[src/hw/rtl/arm_pr_pkg.sv]
// Shared types, opcodes and helpers of the AArch64 peephole rewriter.
`timescale 1ns / 1ps
package arm_pr_pkg;

  // Largest op buffer the count fields must cover.
  localparam int unsigned OP_WORDS_MAX = 64;
  localparam int unsigned OP_WORDS_DEF = 64;
  localparam int unsigned CNT_W        = $clog2(OP_WORDS_MAX + 1);

  // Opcodes and masks.
  localparam logic [31:0] NOP_WORD  = 32'hD503201F;
  localparam logic [31:0] B_MASK    = 32'hFC000000;
  localparam logic [31:0] B_OPC     = 32'h14000000;
  localparam logic [31:0] B_OFS     = 32'h03FFFFFF;
  localparam logic [31:0] PRFM_MASK = 32'hFFC00000;
  localparam logic [31:0] PRFM_OPC  = 32'hF9800000;
  localparam logic [31:0] MOVW_MASK = 32'hFF800000;
  localparam logic [31:0] MOVZ_OPC  = 32'hD2800000;
  localparam logic [31:0] MOVK_OPC  = 32'hF2800000;
  localparam logic [31:0] UBFM_MASK = 32'h7F800000;
  localparam logic [31:0] UBFM_OPC  = 32'h53000000;

  // Job handed from front to back when an op is complete.
  typedef struct packed {
    logic [CNT_W-1:0] n;
    logic [CNT_W-1:0] lim;
    logic             ovf;
    logic             clr;
  } job_t;

  // Buffer write request.
  typedef struct packed {
    logic             we;
    logic [CNT_W-1:0] addr;
    logic [31:0]      data;
  } wr_t;

  // One result entry.
  typedef struct packed {
    logic [31:0] word;
    logic        last;
    logic [31:0] prfm;
    logic [31:0] br;
    logic [31:0] fold;
    logic        ovf;
  } res_t;

  typedef enum logic [3:0] {
    B_IDLE,
    B_CHK,
    B_RD0,
    B_EV0,
    B_RDF,
    B_EVF,
    B_SHIFT,
    B_WR,
    B_ERD,
    B_EWR
  } back_state_e;

  function automatic logic [31:0] sat_inc(input logic [31:0] v);
    return (v == 32'hFFFFFFFF) ? v : v + 32'd1;
  endfunction

  function automatic logic names_reg(input logic [31:0] w, input logic [4:0] r);
    return (w[4:0] == r) || (w[9:5] == r) || (w[20:16] == r) || (w[14:10] == r);
  endfunction

endpackage

[src/hw/rtl/arm_pr_front.sv]
// Front end: accepts op words, fills the buffer, tracks block limit and overflow.
`timescale 1ns / 1ps
module arm_pr_front #(
  parameter int unsigned OP_WORDS = arm_pr_pkg::OP_WORDS_DEF
) (
  input  logic              clk_i,
  input  logic              rst_ni,
  input  logic              push,
  output logic              full,
  input  logic [31:0]       word_i,
  input  logic              last_word_i,
  input  logic              in_block_i,
  input  logic              new_block_i,
  input  logic              back_busy_i,
  input  logic              job_take_i,
  output logic              job_valid_o,
  output arm_pr_pkg::job_t  job_o,
  output arm_pr_pkg::wr_t   wr_o
);
  import arm_pr_pkg::*;

  localparam logic [CNT_W-1:0] DEPTH = CNT_W'(OP_WORDS);

  logic [CNT_W-1:0] cnt_q, cnt_d;
  logic [CNT_W-1:0] lim_q, lim_d;
  logic             ovf_q, ovf_d;
  logic             clr_q, clr_d;
  logic             jv_q, jv_d;
  job_t             job_q, job_d;
  logic             acc;

  // Hold off new words while a job waits or the back end works.
  assign full        = jv_q | back_busy_i;
  assign acc         = push & ~full;
  assign job_valid_o = jv_q;
  assign job_o       = job_q;

  // Track the op being loaded and hand it over on its last word.
  always_comb begin
    cnt_d = cnt_q;
    lim_d = lim_q;
    ovf_d = ovf_q;
    clr_d = clr_q;
    jv_d  = jv_q & ~job_take_i;
    job_d = job_q;
    wr_o  = '{we: 1'b0, addr: cnt_q, data: word_i};
    if (acc) begin
      if (new_block_i) clr_d = 1'b1;
      if (cnt_q < DEPTH) begin
        wr_o.we = 1'b1;
        if (in_block_i && lim_q == cnt_q) lim_d = cnt_q + CNT_W'(1);
        cnt_d = cnt_q + CNT_W'(1);
      end else begin
        ovf_d = 1'b1;
      end
      if (last_word_i) begin
        jv_d  = 1'b1;
        job_d = '{n: cnt_d, lim: lim_d, ovf: ovf_d, clr: clr_d};
        cnt_d = '0;
        lim_d = '0;
        ovf_d = 1'b0;
        clr_d = 1'b0;
      end
    end
  end

  always_ff @(posedge clk_i or negedge rst_ni) begin
    if (!rst_ni) begin
      cnt_q <= '0;
      lim_q <= '0;
      ovf_q <= 1'b0;
      clr_q <= 1'b0;
      jv_q  <= 1'b0;
    end else begin
      cnt_q <= cnt_d;
      lim_q <= lim_d;
      ovf_q <= ovf_d;
      clr_q <= clr_d;
      jv_q  <= jv_d;
    end
  end

  always_ff @(posedge clk_i) begin
    job_q <= job_d;
  end

endmodule

[src/hw/rtl/arm_pr_back.sv]
// Back end: op buffer, rewrite sequencer with fold search, and result emission.
`timescale 1ns / 1ps
module arm_pr_back #(
  parameter int unsigned OP_WORDS = arm_pr_pkg::OP_WORDS_DEF
) (
  input  logic             clk_i,
  input  logic             rst_ni,
  input  arm_pr_pkg::wr_t  fr_wr_i,
  input  logic             job_valid_i,
  input  arm_pr_pkg::job_t job_i,
  output logic             job_take_o,
  output logic             busy_o,
  input  logic             res_full_i,
  output logic             res_push_o,
  output arm_pr_pkg::res_t res_o
);
  import arm_pr_pkg::*;

  localparam int unsigned AW = $clog2(OP_WORDS);

  logic [31:0] mem [OP_WORDS];
  logic [31:0] rd_q;
  wr_t         bk_wr, wr;

  back_state_e st_q, st_d;
  logic [CNT_W-1:0] i_q, i_d, ptr_q, ptr_d, n_q, n_d, lim_q, lim_d;
  logic [2:0]  k_q, k_d;
  logic [4:0]  reg_q, reg_d, dst_q, dst_d;
  logic [5:0]  immr_q, immr_d, diff_q, diff_d;
  logic [63:0] val_q, val_d, sh_q, sh_d, msk_q, msk_d, fld;
  logic        ovf_q, ovf_d;
  logic [31:0] prfm_q, prfm_d, br_q, br_d, fold_q, fold_d;
  logic [31:0] x1, x2;
  logic        is_prfm, is_br;
  logic [5:0]  u_immr, u_imms;
  logic [CNT_W:0] i_end, ptr_nx;

  // Buffer: one write port shared by both ends, registered read.
  assign wr = fr_wr_i.we ? fr_wr_i : bk_wr;
  always_ff @(posedge clk_i) begin
    if (wr.we) mem[wr.addr[AW-1:0]] <= wr.data;
    rd_q <= mem[ptr_q[AW-1:0]];
  end

  assign busy_o  = (st_q != B_IDLE);
  assign is_prfm = (rd_q & PRFM_MASK) == PRFM_OPC;
  assign x1      = is_prfm ? NOP_WORD : rd_q;
  assign is_br   = ((x1 & B_MASK) == B_OPC) && ((x1 & B_OFS) == 32'd1);
  assign x2      = is_br ? NOP_WORD : x1;
  assign u_immr  = rd_q[21:16];
  assign u_imms  = rd_q[15:10];
  assign i_end   = {1'b0, i_q} + (CNT_W+1)'(5);
  assign ptr_nx  = {1'b0, ptr_q} + (CNT_W+1)'(1);
  assign fld     = sh_q & msk_q;

  // Sequence rewrite, fold search and emission.
  always_comb begin
    st_d   = st_q;
    i_d    = i_q;
    ptr_d  = ptr_q;
    n_d    = n_q;
    lim_d  = lim_q;
    k_d    = k_q;
    reg_d  = reg_q;
    dst_d  = dst_q;
    immr_d = immr_q;
    diff_d = diff_q;
    val_d  = val_q;
    sh_d   = sh_q;
    msk_d  = msk_q;
    ovf_d  = ovf_q;
    prfm_d = prfm_q;
    br_d   = br_q;
    fold_d = fold_q;
    job_take_o = 1'b0;
    res_push_o = 1'b0;
    bk_wr  = '{we: 1'b0, addr: i_q, data: x2};
    res_o  = '{word: rd_q, last: (ptr_nx == {1'b0, n_q}), prfm: prfm_q, br: br_q,
               fold: fold_q, ovf: ovf_q};
    unique case (st_q)
      B_IDLE: begin
        if (job_valid_i) begin
          job_take_o = 1'b1;
          n_d   = job_i.n;
          lim_d = job_i.lim;
          ovf_d = job_i.ovf;
          if (job_i.clr) begin
            prfm_d = '0;
            br_d   = '0;
            fold_d = '0;
          end
          i_d  = '0;
          st_d = B_CHK;
        end
      end
      B_CHK: begin
        if (i_q >= lim_q || i_q >= n_q) begin
          ptr_d = '0;
          st_d  = B_ERD;
        end else begin
          ptr_d = i_q;
          st_d  = B_RD0;
        end
      end
      B_RD0: st_d = B_EV0;
      B_EV0: begin
        // Drop prefetches and branches to the next word, then look for a fold.
        if (is_prfm) prfm_d = sat_inc(prfm_q);
        if (is_br) br_d = sat_inc(br_q);
        bk_wr.we = is_prfm | is_br;
        if (i_end <= {1'b0, n_q} && (x2 & MOVW_MASK) == MOVZ_OPC) begin
          reg_d = x2[4:0];
          val_d = '0;
          val_d[16*x2[22:21] +: 16] = x2[20:5];
          k_d   = 3'd1;
          ptr_d = i_q + CNT_W'(1);
          st_d  = B_RDF;
        end else begin
          i_d  = i_q + CNT_W'(1);
          st_d = B_CHK;
        end
      end
      B_RDF: st_d = B_EVF;
      B_EVF: begin
        i_d  = i_q + CNT_W'(1);
        st_d = B_CHK;
        if (k_q < 3'd4) begin
          if (rd_q[4:0] == reg_q && (rd_q & MOVW_MASK) == MOVK_OPC) begin
            val_d[16*rd_q[22:21] +: 16] = rd_q[20:5];
            k_d   = k_q + 3'd1;
            ptr_d = ptr_q + CNT_W'(1);
            i_d   = i_q;
            st_d  = B_RDF;
          end
        end else if (k_q == 3'd4) begin
          if ((rd_q & UBFM_MASK) == UBFM_OPC && rd_q[9:5] == reg_q && rd_q[31] &&
              rd_q[22] && u_imms >= u_immr && val_q != '1) begin
            dst_d  = rd_q[4:0];
            immr_d = u_immr;
            diff_d = u_imms - u_immr;
            k_d    = 3'd5;
            ptr_d  = ptr_q + CNT_W'(1);
            i_d    = i_q;
            st_d   = (ptr_nx >= {1'b0, n_q}) ? B_SHIFT : B_RDF;
          end
        end else begin
          // Scan the rest of the op for any use of the register.
          if (!names_reg(rd_q, reg_q)) begin
            ptr_d = ptr_q + CNT_W'(1);
            i_d   = i_q;
            st_d  = (ptr_nx >= {1'b0, n_q}) ? B_SHIFT : B_RDF;
          end
        end
      end
      B_SHIFT: begin
        sh_d  = val_q >> immr_q;
        msk_d = {64{1'b1}} >> (6'd63 - diff_q);
        k_d   = '0;
        st_d  = B_WR;
      end
      B_WR: begin
        // Write the folded mov-wide sequence, then NOP.
        bk_wr.we   = 1'b1;
        bk_wr.addr = i_q + CNT_W'(k_q);
        if (k_q == 3'd4) begin
          bk_wr.data = NOP_WORD;
          fold_d     = sat_inc(fold_q);
          i_d        = i_q + CNT_W'(5);
          st_d       = B_CHK;
        end else begin
          bk_wr.data = ((k_q == 3'd0) ? MOVZ_OPC : MOVK_OPC) |
                       {9'd0, k_q[1:0], fld[16*k_q[1:0] +: 16], dst_q};
          k_d = k_q + 3'd1;
        end
      end
      B_ERD: begin
        if (!res_full_i) st_d = B_EWR;
      end
      B_EWR: begin
        res_push_o = 1'b1;
        if (ptr_nx == {1'b0, n_q}) begin
          st_d = B_IDLE;
        end else begin
          ptr_d = ptr_q + CNT_W'(1);
          st_d  = B_ERD;
        end
      end
      default: st_d = B_IDLE;
    endcase
  end

  always_ff @(posedge clk_i or negedge rst_ni) begin
    if (!rst_ni) begin
      st_q   <= B_IDLE;
      prfm_q <= '0;
      br_q   <= '0;
      fold_q <= '0;
    end else begin
      st_q   <= st_d;
      prfm_q <= prfm_d;
      br_q   <= br_d;
      fold_q <= fold_d;
    end
  end

  always_ff @(posedge clk_i) begin
    i_q    <= i_d;
    ptr_q  <= ptr_d;
    n_q    <= n_d;
    lim_q  <= lim_d;
    k_q    <= k_d;
    reg_q  <= reg_d;
    dst_q  <= dst_d;
    immr_q <= immr_d;
    diff_q <= diff_d;
    val_q  <= val_d;
    sh_q   <= sh_d;
    msk_q  <= msk_d;
    ovf_q  <= ovf_d;
  end

endmodule

[src/hw/rtl/arm_pr_ofifo.sv]
// Two-entry result queue between the back end and the result port.
`timescale 1ns / 1ps
module arm_pr_ofifo (
  input  logic             clk_i,
  input  logic             rst_ni,
  input  logic             push_i,
  input  arm_pr_pkg::res_t data_i,
  output logic             full_o,
  output logic             empty,
  input  logic             pop,
  output arm_pr_pkg::res_t data_o
);
  import arm_pr_pkg::*;

  res_t       ent_q [2];
  logic       wp_q, rp_q;
  logic [1:0] cnt_q;
  logic       do_pop;

  assign full_o = (cnt_q == 2'd2);
  assign empty  = (cnt_q == 2'd0);
  assign data_o = ent_q[rp_q];
  assign do_pop = pop & ~empty;

  // Advance pointers and count on each transfer.
  always_ff @(posedge clk_i or negedge rst_ni) begin
    if (!rst_ni) begin
      wp_q  <= 1'b0;
      rp_q  <= 1'b0;
      cnt_q <= '0;
    end else begin
      if (push_i) wp_q <= ~wp_q;
      if (do_pop) rp_q <= ~rp_q;
      cnt_q <= cnt_q + {1'b0, push_i} - {1'b0, do_pop};
    end
  end

  always_ff @(posedge clk_i) begin
    if (push_i) ent_q[wp_q] <= data_i;
  end

endmodule

[src/hw/rtl/arm64_peephole_rewriter.sv]
// Top level of the AArch64 peephole rewriter.
//
//   channel   handshake          payload
//   input     push / full        word_i, last_word_i, in_block_i, new_block_i
//   result    empty / pop        word_out_o, last_out_o, *_count_o, overflow_o
//
// Words load one per cycle into the op buffer while full is low. After the last word
// the back end rewrites the op word by word (check, read, evaluate); a fold
// candidate reads on to the op end, then writes the folded sequence. Emission reads
// each word, then pushes it; the single buffer read port sets all of this.
// full stays high from the last word until the op is emitted; pop stalls only
// emission. Reset clears the counters and control state; the buffer is not cleared.
`timescale 1ns / 1ps
module arm64_peephole_rewriter #(
  parameter int unsigned OP_WORDS = arm_pr_pkg::OP_WORDS_DEF
) (
  input  logic        clk_i,
  input  logic        rst_ni,
  input  logic        push,
  output logic        full,
  input  logic [31:0] word_i,
  input  logic        last_word_i,
  input  logic        in_block_i,
  input  logic        new_block_i,
  output logic        empty,
  input  logic        pop,
  output logic [31:0] word_out_o,
  output logic        last_out_o,
  output logic [31:0] prfm_count_o,
  output logic [31:0] branch_count_o,
  output logic [31:0] fold_count_o,
  output logic        overflow_o
);
  import arm_pr_pkg::*;

  logic back_busy, job_valid, job_take, res_full, res_push;
  job_t job;
  wr_t  fr_wr;
  res_t res_in, res_out;

  arm_pr_front #(.OP_WORDS(OP_WORDS)) u_front (
    .clk_i, .rst_ni, .push, .full, .word_i, .last_word_i, .in_block_i, .new_block_i,
    .back_busy_i(back_busy), .job_take_i(job_take), .job_valid_o(job_valid),
    .job_o(job), .wr_o(fr_wr)
  );

  arm_pr_back #(.OP_WORDS(OP_WORDS)) u_back (
    .clk_i, .rst_ni, .fr_wr_i(fr_wr), .job_valid_i(job_valid), .job_i(job),
    .job_take_o(job_take), .busy_o(back_busy), .res_full_i(res_full),
    .res_push_o(res_push), .res_o(res_in)
  );

  arm_pr_ofifo u_ofifo (
    .clk_i, .rst_ni, .push_i(res_push), .data_i(res_in), .full_o(res_full),
    .empty, .pop, .data_o(res_out)
  );

  assign word_out_o     = res_out.word;
  assign last_out_o     = res_out.last;
  assign prfm_count_o   = res_out.prfm;
  assign branch_count_o = res_out.br;
  assign fold_count_o   = res_out.fold;
  assign overflow_o     = res_out.ovf;

  // Front never writes the buffer while the back end owns it.
  a_no_wr_busy: assert property (@(posedge clk_i) disable iff (!rst_ni)
    fr_wr.we |-> !back_busy) else $error("buffer written while back end busy");

  // A waiting job stays until the back end takes it.
  a_job_hold: assert property (@(posedge clk_i) disable iff (!rst_ni)
    job_valid && !job_take |=> job_valid) else $error("job lost");

  // A job is taken only by an idle back end.
  a_take_idle: assert property (@(posedge clk_i) disable iff (!rst_ni)
    job_take |-> job_valid && !back_busy) else $error("job taken while busy");

endmodule

[config.mk]
export PLATFORM = sky130hd
export DESIGN_NAME = arm64_peephole_rewriter
export DESIGN_NICKNAME = d
export VERILOG_FILES = /design/src/hw/rtl/arm_pr_pkg.sv /design/src/hw/rtl/arm_pr_front.sv /design/src/hw/rtl/arm_pr_back.sv /design/src/hw/rtl/arm_pr_ofifo.sv /design/src/hw/rtl/arm64_peephole_rewriter.sv
export SDC_FILE = /design/constraint.sdc
export NUM_CORES = 2
export LEC_CHECK = 0
export BUFFER_PORTS_ARGS = -buffer_cell sky130_fd_sc_hd__buf_2
export CORE_MARGIN = 1.5
export CORE_UTILIZATION = 50
export CTS_CLUSTER_SIZE = 8
export DETAILED_ROUTE_END_ITERATION = 12
export PLACE_DENSITY = 0.75
export SKIP_CTS_REPAIR_TIMING = 1
export SLEW_MARGIN = 20
export SYNTH_ARGS = -nofsm -noshare
export SYNTH_HDL_FRONTEND = slang
export SYNTH_HIERARCHICAL = 1
export SYNTH_SLANG_ARGS = --single-unit
[constraint.sdc]
create_clock -name clk_i -period 9.65 [get_ports clk_i]
set_input_delay 1.93 -clock clk_i [delete_from_list [all_inputs] [get_ports clk_i]]
set_output_delay 1.93 -clock clk_i [all_outputs]
set_load 0.01 [all_outputs]
# Yosys cells after proc, flatten, opt, wreduce, memory -nomap -nowiden
# Memories as Yosys holds them, arrays and structs flattened. A register that Yosys moved wholly into a read port is not among the register bits.
# Cells that the tools add are included.
[classes] n_shift=7 addsub=17 bitwise=14 magnitude_cmp=7 n_reduce_logical=35 mux=81 n_eq_ne=50
[op_table] cell="$mux 32" n=11
[op_table] cell="$mux 64" n=3
[op_table] cell="$pmux 32 s2" n=3
[op_table] cell="$mux 7" n=21
[op_table] cell="$and 64x64->64" n=2
[op_table] cell="$pmux 64 s2" n=1
[op_table] cell="$shift 16x34->64 const A" n=2
[op_table] cell="$shiftx 16x34->64" n=2
[op_table] cell="$add 32x1->32 const B" n=3
[op_table] cell="$eq 32x32->1 const B" n=3
[op_table] cell="$neg 6->34" n=2
[op_table] cell="$bwmux 64" n=1
[op_table] cell="$ne 64x64->1 const B" n=1
[op_table] cell="$shiftx 64x7->16" n=1
[op_table] cell="$shr 64x6->64" n=1
[op_table] cell="$shr 64x6->64 const A" n=1
[op_table] cell="$pmux 7 s4" n=2
[op_table] cell="$mux 40" n=1
[op_table] cell="$pmux 4 s10" n=1
[op_table] cell="$mux 39" n=1
[op_table] cell="$mux 4" n=9
[op_table] cell="$or 32x23->32" n=1
[op_table] cell="$mux 30" n=1
[op_table] cell="$eq 26x1->1 const B" n=1
[op_table] cell="other kinds (57)" n=136
[word_totals] wordCells=242 regBits=383 n_memories=2 mem_bits_rw=2308 out_inout_bits=132
[mem_list] memory="u_back.mem" words=64 width=32 rd=1 rd_clocked_by_memory_dff=1 write_ports=1 line="arm_pr_back.sv:21" text="logic [31:0] mem [OP_WORDS];"
[mem_list] memory="u_ofifo.ent_q" words=2 width=130 rd=1 rd_clocked_by_memory_dff=0 write_ports=1 line="arm_pr_ofifo.sv:15" text="res_t ent_q [2];"

# Depth between registers and ports, before layout
[depth] depth_word=10 mapped_depth=14 ltp_nobuf=11

# By module
# Netlist, hierarchy kept.
[modules_own_cells] mod="arm_pr_back" cells_each=5332 instances=1 area_per_inst_um2=99723.1 seq_area_each_um2=71999.1
[modules_own_cells] mod="arm_pr_ofifo" cells_each=422 instances=1 area_per_inst_um2=9954.5 seq_area_each_um2=7907.6
[modules_own_cells] mod="arm_pr_front" cells_each=185 instances=1 area_per_inst_um2=2008.2 seq_area_each_um2=905.9

# Least setup slack after synthesis
# OpenSTA, ideal clock, no wires.
[synth_timing] kind="register to register" startpoint="register u_back.st_q[3]" endpoint="memory u_ofifo/ent_q[0][0] (netlist bit) (enable)" setup_time_ps=636 t_required_ps=9014 path_slack_ps=1898 stages_incl_launch_ff=5 arrival_time_ps=7116 path_cell_list="dfrtp_1 clkbuf_1 clkbuf_1 nor3b_1 nor2b_1"
[synth_via] elab_chain_len=4
[synth_rtl] item="start: declaration" line="arm_pr_back.sv:25" text="back_state_e st_q, st_d;"
[synth_rtl] item="start signal: assignment" line="arm_pr_back.sv:199" text="st_q <= st_d;"
[synth_rtl] item="$eq 4x4->1" line="arm_pr_back.sv:80" text="unique case (st_q)"
[synth_rtl] item="$mux 1" line="arm_pr_back.sv:80"
[synth_rtl] item="named net res_push" line="arm64_peephole_rewriter.sv:36" text="logic back_busy, job_valid, job_take, res_full, res_push;"
[synth_rtl] item="$mux 1" line="arm_pr_ofifo.sv:39" text="if (push_i) ent_q[wp_q] <= data_i;"
[synth_rtl] item="$mux 1 (not written as such)" line="arm_pr_ofifo.sv:39"
[synth_rtl] item="end: declaration" line="arm_pr_ofifo.sv:15"
# The timed path passes the listed nets, and every way through them passes these cells.

==> run metrics <==
TNS Setup=0 ns; static leakage=~42 nW; global route overflow=0; Async SR Flop Fraction=0.0445; crit end category=register; Worst Setup Path Type=register to register; PwrDens=306 nW/µm²; post-DP HPWL=168 mm; core box area=222000 µm²; synthesis-to-layout area growth=14.2%; reg2reg setup slack=3.73 ns; GR Util met1=0.342; I/O pin count=roughly 170; outcome=finished clean; CP bufs+invs=4; 1st-iter DRT viols=9037; crit path time final=between 5 and 6 ns; # fillers=about 16000; Peak Freq=169 MHz; GRT Total Usage=0.259; Die Y-Extent=between 400 and 500 µm; Synth Flop Type=edfxtp_1; skew final=0.109 ns; Initial Util=0.503; Hold Fails Final Rpt=0; drt first pass iters=8; Final setup viols=0; Critical-path top delay cell=nor2_4; critical-path cell list=nor4_1, inv_1, or3b_1, buf_4, nor2_4, buf_4, inv_1, mux2_2, nor2_1, nand3_1, nor2_4; busiest layer in global routing=met2; GR Layer Usage met3=0.0679; residual DRC count=0; Synth warnings=6; EDFF count, synth=2569; Synth area leaders=edfxtp_1 (69%), mux4_2 (13%), dfrtp_1 (2.7%), mux2_4 (1.2%), nor2_1 (1.1%); Num CTS Buffers=391; fin crit share=0.614; final slew viol count=0; Hold WC Path Type=register to register; antenna viol nets, final=0; Slew @ Worst Pin=1.18 ns; Die X=476 µm; largest net degree at the start of global routing=115; Avg WL per Cell=31.5 µm; Worst path max stage delay=about 1.1 ns; port bufs=170; crit-path leading delay family=simple AND/OR/NAND/NOR gates; grt met2 use=0.402; number of global-route vias before repair=59900; VDD IR max=about 0.00032 V; Max Buffers Root-to-Sink=4; clk slew on worst S/H paths=0.05 ns; post-synth cell types=92; WP data arrival=~6.5 ns; Worst-Skew Late Latency=0.99 ns; Die Footprint=226000 µm²; CP Launch Type=register; slew margin rel.=0.212; nets=about 6400; Root Buffer=clkbuf_16; Syn Std Cell Area=112000 µm²; clock sinks=2722; share of cells above drive strength 1=0.262; Req. time, crit path=around 10 ns; max-cap violations=0; RePlAce Congestion=0.924; worst-path fanout max=35; Post-Place Cells=8871; # rows=173; filler-free cell count of the finished design=about 9400; RSZ-0062 raised after global routing=false; via count=slightly above 60000; Syn Nets=6039; Avg Inst Size Synth=18.8 µm²; Vias per Instance=roughly 6.5; Post-Route WL=approximately 300 mm; Yosys top cell area share=0.691; #FFs+latches synth=2722; H-Tree Depth=5; largest area contributor in the netlist=edfxtp_1; Synth Instances=5939; CTS tree=done; sequential share of the synthesized area=0.724; commonest cells in the netlist=edfxtp_1 (2569), mux4_2 (662), nor2_1 (330); initial antenna violation count=16; first-pass GRT wire length=422 mm; top-count cell post-synth=edfxtp_1
registers in the layout, summed over array words and instances, names as in the netlist, 63 cells and up:
name and cells:
u_back/sh_q 64, u_ofifo/ent_q 260, u_back/val_q 64, u_back/mem 2048, u_back/msk_q 63
logic make-up (layout without fill, tap and decap cells):
group | after synthesis | count (layout) | share of synthesized area
compound gates | 559 | 559 | 0.0321
xor+xnor | 136 | 136 | 0.0113
fa+ha+maj | 61 | 61 | 0.00697
buf+inv | 432 | 905 | 0.0171
flops | 2722 | 2722 | 0.724
mux | 914 | 914 | 0.161
other cells | 0 | 6 | 0
simple gates | 1115 | 1115 | 0.0481
layout by cell type (no fill, tap or decap), drive strengths merged, types with 8 or more instances in the layout:
master,n
nor2,331
mux2,154
and4,15
a31oi,33
o22ai,61
or3,16
nor3,62
nor2b,24
xnor2,76
a311oi,17
nand2,287
mux4,662
o211ai,22
o221ai,14
buf,319
a22o,12
nand2b,22
nor4,30
clkbuf,501
o21a,8
and2,66
and3,54
edfxtp,2569
dfxtp,32
a211oi,16
a21oi,115
ha,59
o21ai,141
nor3b,9
nand4,62
a221oi,12
a21o,14
a22oi,34
xor2,60
nand3,98
inv,80
o21bai,9
dfrtp,121
or2,16
mux2i,98
worst register-to-register path, stage by stage (launching register included):
cell	delay [ns]
dfrtp_1	0.62
nor4_1	0.53
inv_1	0.13
or3b_1	0.38
buf_4	0.23
nor2_4	0.11
buf_4	0.48
inv_1	0.40
mux2_2	0.45
nor2_1	0.33
nand3_1	0.72
nor2_4	1.10
final cells by class:
| cell class | instances | area (µm²) | area share |
|---|---|---|---|
| flip-flops and latches | 2722 | 80800 | 0.634 |
| well taps | 2975 | 3720 | 0.0292 |
| inverters | 79 | 297 | 0.00232 |
| diodes | 6 | 15.0 | 0.000118 |
| clock buffers | 501 | 10300 | 0.0810 |
| repair buffers | 319 | 2430 | 0.0191 |
| multi-input cells | 2785 | 29900 | 0.234 |
| clock inverters | 6 | 53.8 | 0.000422 |
path summary, 6_finish.rpt:
kind,startpoint,to,cells past startpoint
worst max-delay path,u_back/st_q[0],u_back/mem[45][6],11
worst min-delay path,u_front/job_o[4],u_back/lim_q[2],0
worst max register to register,u_back/st_q[0],u_back/mem[45][6],11
worst min register to register,u_front/job_o[4],u_back/lim_q[2],0
max in group asynchronous,rst_ni,u_back/fold_q[18],2
min in group asynchronous,rst_ni,u_back/fold_q[8],1
stage by stage:
step	util	hold slack, ns	instance area, µm²	total power, mW	setup slack, ns
5_1_grt	0.574	0.425	128000	40.0	3.47
3_3_place_gp	0.525	0.404	117000	26.5	3.20
4_1_cts	0.573	0.414	127000	38.9	3.81
6_report	0.574	0.418	128000	39.0	3.73
3_5_place_dp	0.526	0.405	117000	26.8	3.16
2_1_floorplan	-	0.400	112000	22.5	1.90
metal layers:
layer  wire length (µm)  share of wire
met2             139000           0.47
met4              15900          0.054
met1             107000           0.36
met3              34400           0.12
met5                 92        0.00031
power by group:
| group | internal, mW | total, mW | switching (mW) |
|---|---|---|---|
| sequential | 15.2 | 15.7 | 0.533 |
| combinational | 4.05 | 11.3 | 7.25 |
| clock | 7.31 | 12.0 | 4.69 |
| total | 26.6 | 39.0 | 12.5 |
(Power assumes the default switching activity.)
